<file path="config.mk">
export PLATFORM = sky130hd
export DESIGN_NAME = pen_report_signature_classifier
export DESIGN_NICKNAME = d
export VERILOG_FILES = /design/src/hw/rtl/prsc_pkg.sv /design/src/hw/rtl/pen_report_signature_classifier.sv
export SDC_FILE = /design/constraint.sdc
export NUM_CORES = 1
export LEC_CHECK = 0
export BUFFER_PORTS_ARGS = -buffer_cell sky130_fd_sc_hd__buf_2
export CORE_AREA = 5 5 211 213
export CTS_CLUSTER_SIZE = 14
export DETAILED_ROUTE_END_ITERATION = 12
export DIE_AREA = 0 0 216 218
export HOLD_SLACK_MARGIN = 0.1
export PLACE_DENSITY = 0.88
export SETUP_SLACK_MARGIN = 0.15
export SLEW_MARGIN = 5
export SYNTH_ARGS = -nofsm -noshare
export SYNTH_HDL_FRONTEND = slang
export SYNTH_SLANG_ARGS = --single-unit
</file>
<file path="constraint.sdc">
create_clock -name clk -period 8.06 [get_ports clk]
set_input_delay 0.806 -clock clk [delete_from_list [all_inputs] [get_ports clk]]
set_output_delay 0.806 -clock clk [all_outputs]
set_load 0.02 [all_outputs]
</file>
<file path="src/hw/rtl/prsc_pkg.sv">
// ----------------------------------------------------------------------------
// Pen report signature classifier package
// Shared widths, protocol codes, register indexes and reset values.
// ----------------------------------------------------------------------------
package prsc_pkg;

    localparam int TIME_WIDTH_DEFAULT  = 32;
    localparam int COUNT_WIDTH_DEFAULT = 16;

    localparam int REG_WIDTH      = 16;
    localparam int CFG_INDEX_W    = 3;
    localparam int IN_DATA_WIDTH  = 136;
    localparam int OUT_DATA_WIDTH = 24;

    // Register reset values.
    localparam logic [REG_WIDTH-1:0] VENDOR_RESET     = 16'd11551;
    localparam logic [REG_WIDTH-1:0] PRODUCT_RESET    = 16'd337;
    localparam logic [REG_WIDTH-1:0] IDLE_RESET_RESET = 16'd1500;
    localparam logic [REG_WIDTH-1:0] EVIDENCE_RESET   = 16'd1000;
    localparam logic [REG_WIDTH-1:0] A_GOAL_RESET     = 16'd20;
    localparam logic [REG_WIDTH-1:0] CONTACT_RESET    = 16'd20;
    localparam logic [REG_WIDTH-1:0] SAT_LEVEL_RESET  = 16'd4000;

    // Report filter codes.
    localparam logic [15:0] USAGE_PAGE_DIGITIZER = 16'h000D;
    localparam logic [15:0] USAGE_PEN            = 16'h0002;
    localparam logic [7:0]  REPORT_ID_PEN        = 8'h02;

    // Pen mode codes.
    localparam logic [7:0] MODE_A_HOVER   = 8'h20;
    localparam logic [7:0] MODE_A_CONTACT = 8'h21;
    localparam logic [7:0] MODE_B_HOVER   = 8'h28;
    localparam logic [7:0] MODE_B_CONTACT = 8'h2C;

    typedef enum logic [1:0] {
        SIG_NONE = 2'd0,
        SIG_A    = 2'd1,
        SIG_B    = 2'd2
    } sig_t;

    typedef enum logic [CFG_INDEX_W-1:0] {
        CFG_EXPECTED_VENDOR  = 3'd0,
        CFG_EXPECTED_PRODUCT = 3'd1,
        CFG_IDLE_RESET_MS    = 3'd2,
        CFG_EVIDENCE_MS      = 3'd3,
        CFG_PATTERN_A_GOAL   = 3'd4,
        CFG_CONTACT_GOAL     = 3'd5,
        CFG_SATURATION_LEVEL = 3'd6
    } cfg_index_t;

endpackage

</file>
<file path="src/hw/rtl/pen_report_signature_classifier.sv">
// ----------------------------------------------------------------------------
// Pen report signature classifier
// Filters decoded pen reports and tracks pattern A / pattern B evidence.
// ----------------------------------------------------------------------------
// The block takes one report transfer per clock cycle while the result side
// does not stall, and returns one result transfer per report: a report waits
// first in the input register and then in the result register. The rate is
// set by the update of the tracking state, which sits between those two
// registers and finishes each report before the next one reaches it. A stall
// on the result side holds one result and one waiting report before the input
// side stops. Configuration writes are taken in any cycle and should only be
// issued while no report is in flight.
module pen_report_signature_classifier #(
    parameter int TIME_WIDTH  = prsc_pkg::TIME_WIDTH_DEFAULT,
    parameter int COUNT_WIDTH = prsc_pkg::COUNT_WIDTH_DEFAULT
) (
    input  logic                                clk,
    input  logic                                rst_n,

    input  logic                                cfg_valid,
    output logic                                cfg_ready,
    input  logic [prsc_pkg::CFG_INDEX_W-1:0]    cfg_index,
    input  logic [prsc_pkg::REG_WIDTH-1:0]      cfg_data,

    input  logic                                s_axis_tvalid,
    output logic                                s_axis_tready,
    // vendor_id[15:0], product_id[31:16], usage_page[47:32], usage_code[63:48],
    // name_matches[64], parse_ok[65], report_id[73:66], pen_mode[81:74],
    // pressure[97:82], now_ms[129:98], zero fill[135:130]
    input  logic [prsc_pkg::IN_DATA_WIDTH-1:0]  s_axis_tdata,

    output logic                                m_axis_tvalid,
    input  logic                                m_axis_tready,
    // accepted[0], signature[2:1], pressure_valid[3], latest_pressure[19:4],
    // zero fill[23:20]
    output logic [prsc_pkg::OUT_DATA_WIDTH-1:0] m_axis_tdata
);

    localparam int CMP_WIDTH = ((COUNT_WIDTH > prsc_pkg::REG_WIDTH) ?
                                COUNT_WIDTH : prsc_pkg::REG_WIDTH) + 1;

    typedef logic [TIME_WIDTH-1:0]  time_t;
    typedef logic [COUNT_WIDTH-1:0] count_t;

    function automatic count_t sat_inc(input count_t c);
        return (c == {COUNT_WIDTH{1'b1}}) ? c : c + 1'b1;
    endfunction

    // Configuration registers.
    logic [15:0] expected_vendor_reg, expected_product_reg, idle_reset_ms_reg;
    logic [15:0] evidence_ms_reg, pattern_a_goal_reg, contact_goal_reg;
    logic [15:0] saturation_level_reg;

    assign cfg_ready = 1'b1;

    always_ff @(posedge clk or negedge rst_n)
    begin
        if (!rst_n)
        begin
            expected_vendor_reg  <= prsc_pkg::VENDOR_RESET;
            expected_product_reg <= prsc_pkg::PRODUCT_RESET;
            idle_reset_ms_reg    <= prsc_pkg::IDLE_RESET_RESET;
            evidence_ms_reg      <= prsc_pkg::EVIDENCE_RESET;
            pattern_a_goal_reg   <= prsc_pkg::A_GOAL_RESET;
            contact_goal_reg     <= prsc_pkg::CONTACT_RESET;
            saturation_level_reg <= prsc_pkg::SAT_LEVEL_RESET;
        end
        else if (cfg_valid)
        begin
            unique case (cfg_index)
                prsc_pkg::CFG_EXPECTED_VENDOR:  expected_vendor_reg  <= cfg_data;
                prsc_pkg::CFG_EXPECTED_PRODUCT: expected_product_reg <= cfg_data;
                prsc_pkg::CFG_IDLE_RESET_MS:    idle_reset_ms_reg    <= cfg_data;
                prsc_pkg::CFG_EVIDENCE_MS:      evidence_ms_reg      <= cfg_data;
                prsc_pkg::CFG_PATTERN_A_GOAL:   pattern_a_goal_reg   <= cfg_data;
                prsc_pkg::CFG_CONTACT_GOAL:     contact_goal_reg     <= cfg_data;
                prsc_pkg::CFG_SATURATION_LEVEL: saturation_level_reg <= cfg_data;
                default: ;
            endcase
        end
    end

    // Input register.
    logic                               in_valid_reg;
    logic [prsc_pkg::IN_DATA_WIDTH-1:0] in_data_reg;
    logic                               out_valid_reg;
    logic                               advance;

    assign advance       = in_valid_reg && (!out_valid_reg || m_axis_tready);
    assign s_axis_tready = !in_valid_reg || advance;

    always_ff @(posedge clk or negedge rst_n)
    begin
        if (!rst_n)
        begin
            in_valid_reg <= 1'b0;
        end
        else if (s_axis_tready)
        begin
            in_valid_reg <= s_axis_tvalid;
        end
    end

    always_ff @(posedge clk)
    begin
        if (s_axis_tready && s_axis_tvalid)
        begin
            in_data_reg <= s_axis_tdata;
        end
    end

    // Report fields.
    logic [15:0] vendor_id, product_id, usage_page, usage_code, pressure;
    logic        name_matches, parse_ok;
    logic [7:0]  report_id, pen_mode;
    logic [31:0] now_ms;

    assign vendor_id    = in_data_reg[15:0];
    assign product_id   = in_data_reg[31:16];
    assign usage_page   = in_data_reg[47:32];
    assign usage_code   = in_data_reg[63:48];
    assign name_matches = in_data_reg[64];
    assign parse_ok     = in_data_reg[65];
    assign report_id    = in_data_reg[73:66];
    assign pen_mode     = in_data_reg[81:74];
    assign pressure     = in_data_reg[97:82];
    assign now_ms       = in_data_reg[129:98];

    // Tracking state.
    prsc_pkg::sig_t verdict_reg, verdict_next;
    logic   have_last_reg, have_last_next;
    time_t  last_time_reg, last_time_next;
    logic   have_run_start_reg, have_run_start_next;
    time_t  run_start_time_reg, run_start_time_next;
    logic   seen_pattern_a_reg, seen_pattern_a_next;
    count_t pattern_a_count_reg, pattern_a_count_next;
    count_t contact_count_reg, contact_count_next;
    count_t saturated_count_reg, saturated_count_next;
    logic   held_pressure_valid_reg, held_pressure_valid_next;
    logic [15:0] held_pressure_reg, held_pressure_next;

    logic   report_ok;
    logic   idle_clear;
    time_t  now_t;
    time_t  gap;
    time_t  run_time;
    logic   is_mode_a, is_mode_b;
    logic   run_long;
    logic [COUNT_WIDTH:0] sat_twice;

    assign now_t = TIME_WIDTH'(now_ms);

    assign report_ok = (vendor_id == expected_vendor_reg) &&
                       (product_id == expected_product_reg) &&
                       (usage_page == prsc_pkg::USAGE_PAGE_DIGITIZER) &&
                       (usage_code == prsc_pkg::USAGE_PEN) &&
                       name_matches && parse_ok &&
                       (report_id == prsc_pkg::REPORT_ID_PEN);

    assign gap        = now_t - last_time_reg;
    assign idle_clear = have_last_reg && (gap >= TIME_WIDTH'(idle_reset_ms_reg));
    assign is_mode_a  = (pen_mode == prsc_pkg::MODE_A_HOVER) ||
                        (pen_mode == prsc_pkg::MODE_A_CONTACT);
    assign is_mode_b  = (pen_mode == prsc_pkg::MODE_B_HOVER) ||
                        (pen_mode == prsc_pkg::MODE_B_CONTACT);

    always_comb
    begin
        verdict_next             = verdict_reg;
        have_last_next           = have_last_reg;
        last_time_next           = last_time_reg;
        have_run_start_next      = have_run_start_reg;
        run_start_time_next      = run_start_time_reg;
        seen_pattern_a_next      = seen_pattern_a_reg;
        pattern_a_count_next     = pattern_a_count_reg;
        contact_count_next       = contact_count_reg;
        saturated_count_next     = saturated_count_reg;
        held_pressure_valid_next = held_pressure_valid_reg;
        held_pressure_next       = held_pressure_reg;
        run_time                 = '0;
        run_long                 = 1'b0;
        sat_twice                = '0;

        if (report_ok)
        begin
            // A long silence starts a fresh epoch before this report counts.
            if (idle_clear)
            begin
                verdict_next         = prsc_pkg::SIG_NONE;
                have_run_start_next  = 1'b0;
                run_start_time_next  = '0;
                seen_pattern_a_next  = 1'b0;
                pattern_a_count_next = '0;
                contact_count_next   = '0;
                saturated_count_next = '0;
            end
            have_last_next           = 1'b1;
            last_time_next           = now_t;
            held_pressure_valid_next = 1'b1;
            held_pressure_next       = pressure;

            if (is_mode_a)
            begin
                if (verdict_next == prsc_pkg::SIG_B)
                begin
                    verdict_next = prsc_pkg::SIG_NONE;
                end
                seen_pattern_a_next  = 1'b1;
                pattern_a_count_next = sat_inc(pattern_a_count_next);
                have_run_start_next  = 1'b0;
                run_start_time_next  = '0;
                contact_count_next   = '0;
                saturated_count_next = '0;
                if (CMP_WIDTH'(pattern_a_count_next) >= CMP_WIDTH'(pattern_a_goal_reg))
                begin
                    verdict_next = prsc_pkg::SIG_A;
                end
            end
            else if (is_mode_b)
            begin
                // The first report of a run starts its clock at zero length.
                if (have_run_start_next)
                begin
                    run_time = now_t - run_start_time_next;
                end
                else
                begin
                    have_run_start_next = 1'b1;
                    run_start_time_next = now_t;
                end
                if (pen_mode == prsc_pkg::MODE_B_CONTACT)
                begin
                    contact_count_next = sat_inc(contact_count_next);
                    if (pressure >= saturation_level_reg)
                    begin
                        saturated_count_next = sat_inc(saturated_count_next);
                    end
                end
                run_long  = run_time >= TIME_WIDTH'(evidence_ms_reg);
                sat_twice = {saturated_count_next, 1'b0};
                if (seen_pattern_a_next)
                begin
                    if (run_long)
                    begin
                        verdict_next = prsc_pkg::SIG_NONE;
                    end
                end
                else if (run_long &&
                         (CMP_WIDTH'(contact_count_next) >= CMP_WIDTH'(contact_goal_reg)) &&
                         (sat_twice >= {1'b0, contact_count_next}))
                begin
                    verdict_next = prsc_pkg::SIG_B;
                end
            end
        end
    end

    always_ff @(posedge clk or negedge rst_n)
    begin
        if (!rst_n)
        begin
            verdict_reg             <= prsc_pkg::SIG_NONE;
            have_last_reg           <= 1'b0;
            last_time_reg           <= '0;
            have_run_start_reg      <= 1'b0;
            run_start_time_reg      <= '0;
            seen_pattern_a_reg      <= 1'b0;
            pattern_a_count_reg     <= '0;
            contact_count_reg       <= '0;
            saturated_count_reg     <= '0;
            held_pressure_valid_reg <= 1'b0;
            held_pressure_reg       <= '0;
        end
        else if (advance)
        begin
            verdict_reg             <= verdict_next;
            have_last_reg           <= have_last_next;
            last_time_reg           <= last_time_next;
            have_run_start_reg      <= have_run_start_next;
            run_start_time_reg      <= run_start_time_next;
            seen_pattern_a_reg      <= seen_pattern_a_next;
            pattern_a_count_reg     <= pattern_a_count_next;
            contact_count_reg       <= contact_count_next;
            saturated_count_reg     <= saturated_count_next;
            held_pressure_valid_reg <= held_pressure_valid_next;
            held_pressure_reg       <= held_pressure_next;
        end
    end

    // Result register.
    logic [prsc_pkg::OUT_DATA_WIDTH-1:0] out_data_reg, out_data_next;

    always_comb
    begin
        out_data_next        = '0;
        out_data_next[0]     = report_ok;
        out_data_next[2:1]   = verdict_next;
        out_data_next[3]     = held_pressure_valid_next;
        out_data_next[19:4]  = held_pressure_valid_next ? held_pressure_next : 16'd0;
    end

    always_ff @(posedge clk or negedge rst_n)
    begin
        if (!rst_n)
        begin
            out_valid_reg <= 1'b0;
        end
        else if (advance)
        begin
            out_valid_reg <= 1'b1;
        end
        else if (m_axis_tready)
        begin
            out_valid_reg <= 1'b0;
        end
    end

    always_ff @(posedge clk)
    begin
        if (advance)
        begin
            out_data_reg <= out_data_next;
        end
    end

    assign m_axis_tvalid = out_valid_reg;
    assign m_axis_tdata  = out_data_reg;

`ifndef SYNTHESIS
    // A taken report always lands in the input register.
    a_take_loads: assert property (@(posedge clk) disable iff (!rst_n)
        (s_axis_tvalid && s_axis_tready) |=> in_valid_reg)
        else $error("accepted report did not reach the input register");

    // Pattern B is never declared once pattern A was seen in this epoch.
    a_b_excludes_a: assert property (@(posedge clk) disable iff (!rst_n)
        (verdict_reg == prsc_pkg::SIG_B) |-> !seen_pattern_a_reg)
        else $error("pattern B verdict in a mixed epoch");

    // Contacts are only counted inside an open pattern B run.
    a_contacts_in_run: assert property (@(posedge clk) disable iff (!rst_n)
        !have_run_start_reg |-> (contact_count_reg == '0))
        else $error("contact count outside a pattern B run");

    // Held pressure and last timestamp are set and cleared together.
    a_pressure_last: assert property (@(posedge clk) disable iff (!rst_n)
        held_pressure_valid_reg == have_last_reg)
        else $error("held pressure and last time out of step");

    // An accepted report always leaves a pressure held.
    a_accept_pressure: assert property (@(posedge clk) disable iff (!rst_n)
        (out_valid_reg && out_data_reg[0]) |-> out_data_reg[3])
        else $error("accepted result without a held pressure");
`endif

endmodule

</file>
* Word level (Yosys, flattened, before mapping)
Cells that the tools add are included.
** Cells by class
- Equal/unequal tests :: 19
- Multiply operators :: 0
- $lt $le $gt $ge :: 6
- Bitwise logic cells :: 0
- Multiplexer cells :: 53
- Add/subtract/negate cells :: 5
- Shifts and indexed selects :: 0
- Div/mod/pow operators :: 0
- Reductions and logical operators :: 27
** Operators with widths (number)
- two-way mux 16 bit :: 24
- two-way mux 32 bit :: 9
- >= comparator 32 x 16 -> 1 bit :: 2
- subtractor 32 bit :: 2
- adder 16 x 1 -> 16 bit (second input constant) :: 3
- == test 16 bit (second input constant) :: 3
- >= comparator 16 bit :: 3
- == test 16 bit :: 2
- == test 8 x 6 -> 1 bit (second input constant) :: 4
- two-way mux 2 bit :: 10
- >= comparator 17 x 16 -> 1 bit :: 1
- == test 16 x 2 -> 1 bit (second input constant) :: 1
- == test 16 x 4 -> 1 bit (second input constant) :: 1
- AND reduction 2 bit :: 8
- logical AND 1 bit :: 11
- two-way mux 1 bit :: 10
- == test 3 bit (second input constant) :: 3
- == test 8 x 2 -> 1 bit (second input constant) :: 1
- == test 3 x 2 -> 1 bit (second input constant) :: 2
- logical OR 1 bit :: 4
- == test 3 x 1 -> 1 bit (second input constant) :: 1
- zero test 3 bit :: 1
- == test 2 bit (second input constant) :: 1
- zero test 1 bit :: 2
- nonzero test 2 bit :: 1
** Storage, ports and cells
- Bits of input ports :: 160
- Bits in read-only memories :: 0
- Logic and storage cells :: 133
- Bits in latches :: 0
- Memories kept :: 0
- RAM bits :: 0
- Output and inout port bits :: 27
- Register bits after elaboration :: 398

* Longest topological paths before layout
- Depth after elaboration :: 22
- Depth in mapped cells :: 46
- Mapped depth without buffers :: 42

* Least setup slack after synthesis
Ideal clock, no wire load.
- Kind :: flip-flop to flip-flop
- From :: register in_data_reg[102] (netlist bit)
- To :: register out_data_reg (netlist bit m_axis_tdata[2]), data pin
- Clock period less this slack :: 8.558 ns
- Required time :: 7.785 ns
- Arrival time :: 8.282 ns
- Slack :: -0.498 ns
- Buffers on the path :: 4
- Stages on the path, launching flop included :: 44
- Setup time :: 0.275 ns
- Cells stage by stage :: edfxtp_1 > ha_1 > a21o_1 > a31o_2 > nor2_1 > o21ai_0 > a21o_1 > a21oi_1 > xnor2_1 > ha_1 > a21oi_1 > nor2_1 > a211oi_1 > o21ai_0 > or4_1 > nor4_1 > and4_1 > a41o_1 > (+8 left out) > o21ai_0 > nand2_1 > o21bai_1 > a21o_1 > a21o_1 > a21oi_1 > xor2_1 > nor2_1 > ha_1 > a21o_1 > a21oi_1 > o21ai_0 > nor4_1 > o2111a_1 > nand4_1 > o41ai_4 > or3_1 > o211ai_1
** Between the ends
- Word-level cells in the longest chain between the ends :: 19
- Elaborated cells between the ends (all ways) :: 55
- Those cells by class :: add/sub (5); order compare (5); eq/ne (4); mux (38); reduce/logical (3)
** Ends and longest elaborated chain
- from (decl) :: line pen_report_signature_classifier.sv:85 : logic [prsc_pkg::IN_DATA_WIDTH-1:0] in_data_reg;
- from (signal assigned) :: line pen_report_signature_classifier.sv:108 : in_data_reg <= s_axis_tdata;
- branches (longest 17 deep; another with subtractor 32 bit)
- two-way mux 2 bit * :: line pen_report_signature_classifier.sv:202 : if (is_mode_a)
- two-way mux 2 bit * :: line pen_report_signature_classifier.sv:184 : if (report_ok)
- named net out_data_next, one bit :: line pen_report_signature_classifier.sv:291 : logic [prsc_pkg::OUT_DATA_WIDTH-1:0] out_data_reg, out_data_next;
- to (signal assigned) :: line pen_report_signature_classifier.sv:322 : out_data_reg <= out_data_next;
- to (decl) :: line pen_report_signature_classifier.sv:291
Mark *: on every way through the listed nets, which the timed path passes. The select of a mux whose other input is x is not followed.
A chain may end at the register's enable or synchronous reset.

* Final worst setup path
- From :: register in_data_reg[98] (netlist bit)
- To :: register out_data_reg (netlist bit m_axis_tdata[1]), data pin
Same word-level chain as after synthesis.

==> impl_metrics.toml <==
[sta]
worst_slack_ns = -0.2308
finClkSkew_ns = 0.02235
setup_viol = 4
setup_tns_ns = -0.5132
worst_slew_pin_slew_ns = 1.225
drv_slew = 0
slew_headroom_pct = 17.81
hold_viol = 0
fmax_mhz = 120.6
timing.final.crit_share_pct = 102.9
fin_crit_ns = 8.291
rsz0062_at_grt = "yes"

[route]
drtIter0Drc = 1907
wire_per_inst_um = 20.61
vias = 19653
viasPerCell = 6.103
drc = 0
drt-met1-wl_um = 25990
wl_met3_um = 6171
wl_met2_um = 30790
wl_um = 66370
firstDrtPassIters = 6
highest_layer = "met5"
ant_nets = 0

[critical_path]
path_max_fanout = 5
start_kind = "flop"
cpPeakStageDelay_ns = 0.60
critPathKind = "flop to flop"
arrival_ns = 8.60
critical-path-slowest-cell = "or4_1"
cp_data_required_time_ns = 8.37
setup.worst_path.end_class = "flop"

[clock_network]
tritoncts = "done"
clock_path_buffers = 3
cts_sinks = 398
hold_buffers = 0
h-tree-depth = 2
path_clk_slew_ns = 0.06
cts_buffers = 43
clockRootBuffer = "clkbuf_16"
clock_latency_ns = 0.59

[power]
p_leak_nw = 12.37
pwr-share-comb_pct = 14.7
sw_frac_of_total_pct = 27.16
power_switching_mw = 1.372
pwr-share-seq_pct = 47.9
vdd_drop_max_mv = 0.2424
finalPower_mw = 5.052
p_int_mw = 3.680
p_per_area_nw_per_um2 = 182.7
clkPwrFrac_pct = 37.3

[logic_synthesis]
synth_fa_ha_area_share_pct = 9.028
synth_top_cell_by_area = "dfrtp_1"
synthFlopType = "dfrtp_1"
yosys-mux-area-fraction_pct = 4.410
syn-instance-count = 2297
yosysWarnings = 0
seq_area_frac_synth_pct = 46.98
synthXorXnorAreaFrac_pct = 4.470
synth_top_area_share_pct = 23.17
async_flop_share_pct = 62.31
avgSynthCellArea_um2 = 9.968
synth_cell_types = 99
synth-seq-cells = 398
synth-edff-count = 150
synthesis.area_um2 = 22900
yosys.area_share.simple_pct = 16.96
yosys-top-cells-area = "dfrtp_1 (23%), edfxtp_1 (20%), ha_1 (8.9%)"
synth_top_family_by_area = "simple AND/OR/NAND/NOR gates"
synth_compound_area_share_pct = 14.09

[die]
dieArea_um2 = 47090
io_pins = 187
initial_utilization_pct = 53.86
die_h_um = 218
num_rows = 76
die_w_um = 216
core_um2 = 42510

[final_layout]
finalInstanceArea_um2 = 27650
fill_cells = 3038
drive_gt1_share_pct = 26.67
final_nets = 2963
mostFrequentLayoutCells = "nand2_1 (381), dfrtp_1 (212), buf_4 (203), buf_2 (174), o21ai_0 (153)"
largest_reg_flops = 130
areaGrowthSynthToFinish_pct = 20.76
final_common_cell = "nand2_1"

[status]
status = "complete, but fails checks"
violations = "negative setup slack"

[global_routing]
grt_first_pass_wirelength_um = 103100
grt_pass1_vias = 19721
grt_max_degree = 94
track_usage_pct = 27.06
grt-ovfl-total = 0
antenna_found_initial = 2

[placement]
gp_congestion = 0.9114
dp_hpwl_um = 44440
placement.cell_area_um2 = 25560
io_buffers = 175
pre_cts_slack_ns = -0.4388

[flow_run]
cap_violations = 0

[hold_path]
min_path_type = "input port to asynchronous set/reset pin"
cells in the mapped netlist (all sizes together), types with 12 or more instances:
library cell	instances
nand2	393
dfrtp	212
o21ai	178
ha	162
edfxtp	150
inv	136
nor2	112
a21oi	99
mux2	87
nand3	64
xnor2	63
clkbuf	53
xor2	53
a21o	48
nand4	47
buf	37
dfstp	36
o31ai	30
nor4	28
nand2b	26
nor3	22
and3	20
a31oi	19
and2	18
nor2b	14
o21a	14
or2	13
a211oi	12
path summary, 6_finish.rpt:
check,from,cells after the start,slack (ns),to
worst max-delay path,in_data_reg[98],41,-0.23,m_axis_tdata[1]
worst min-delay path,rst_n,1,0.20,held_pressure_reg[10]
min in group clk,s_axis_tdata[92],1,0.39,in_data_reg[92]
worst min register to register,run_start_time_reg[23],2,0.47,run_start_time_reg[23]
max in group asynchronous,rst_n,2,6.22,saturated_count_reg[13]
worst max register to register,in_data_reg[98],41,-0.23,m_axis_tdata[1]
cells by family (layout without fill, tap and decap cells):
logic type               Yosys count  after routing
other                              2              6
XOR/XNOR                         116            116
AND/OR/NAND/NOR                  806            806
buffers and inverters            226            599
AO/OA/AOI/OAI                    495            495
adder cells (fa/ha/maj)          164            164
multiplexers                      90             90
flip-flops                       398            398
per-layer routing:
metal / global-route usage [%] / vias to the layer above
met2: 43.85 / 1026
li1: - / 8907
met5: 0 / -
met3: 6.247 / 266
met1: 34.43 / 9452
met4: 13.40 / 2
power by group through the flow:
stage | clock [mW] | combinational (mW) | sequential [mW]
after floorplan | 0 | 0.438 | 2.43
after global placement | 0 | 0.638 | 2.44
after detailed placement | 0 | 0.679 | 2.45
after CTS | 1.90 | 0.716 | 2.42
after global routing | 1.99 | 0.815 | 2.43
final | 1.89 | 0.745 | 2.42
timing repair:
action,4_1_cts,5_1_grt
gates cloned,1,0
hold endpoints to repair,0,0
setup buffers,21,12
setup endpoints to repair,4,4
pin swaps,46,28
resized for setup,67,40
area by class of cell:
| cell class | count | area (um2) | area share (%) |
|---|---|---|---|
| timing repair buffer | 384 | 2511 | 9.082 |
| clock buffer | 54 | 1127 | 4.077 |
| sequential | 398 | 10760 | 38.90 |
| tap | 546 | 683.2 | 2.471 |
| inverter | 136 | 510.5 | 1.846 |
| clock inverter | 25 | 187.7 | 0.6788 |
| multi-input combinational | 1676 | 11870 | 42.94 |
| antenna | 1 | 2.502 | 0.009051 |
critical path: cells and delay by family (launching register included):
| family | cells | cell delay (ns) |
|---|---|---|
| AO/OA/AOI/OAI | 15 | 2.92 |
| AND/OR/NAND/NOR | 13 | 2.07 |
| adder cells (fa/ha/maj) | 6 | 1.72 |
| buffers and inverters | 5 | 0.64 |
| flip-flops | 1 | 0.38 |
| XOR/XNOR | 2 | 0.25 |
metrics by stage:
stage	cells	hold slack, ns	util (%)
global placement	3106	0.4487	60.13
global route	3220	0.2812	65.05
finish	3220	0.2011	65.05
detailed placement	3106	0.4489	60.13
CTS	3207	0.2478	64.37
floorplan	2300	0.4304	-
No activity file was read; power rests on OpenSTA's default activity.
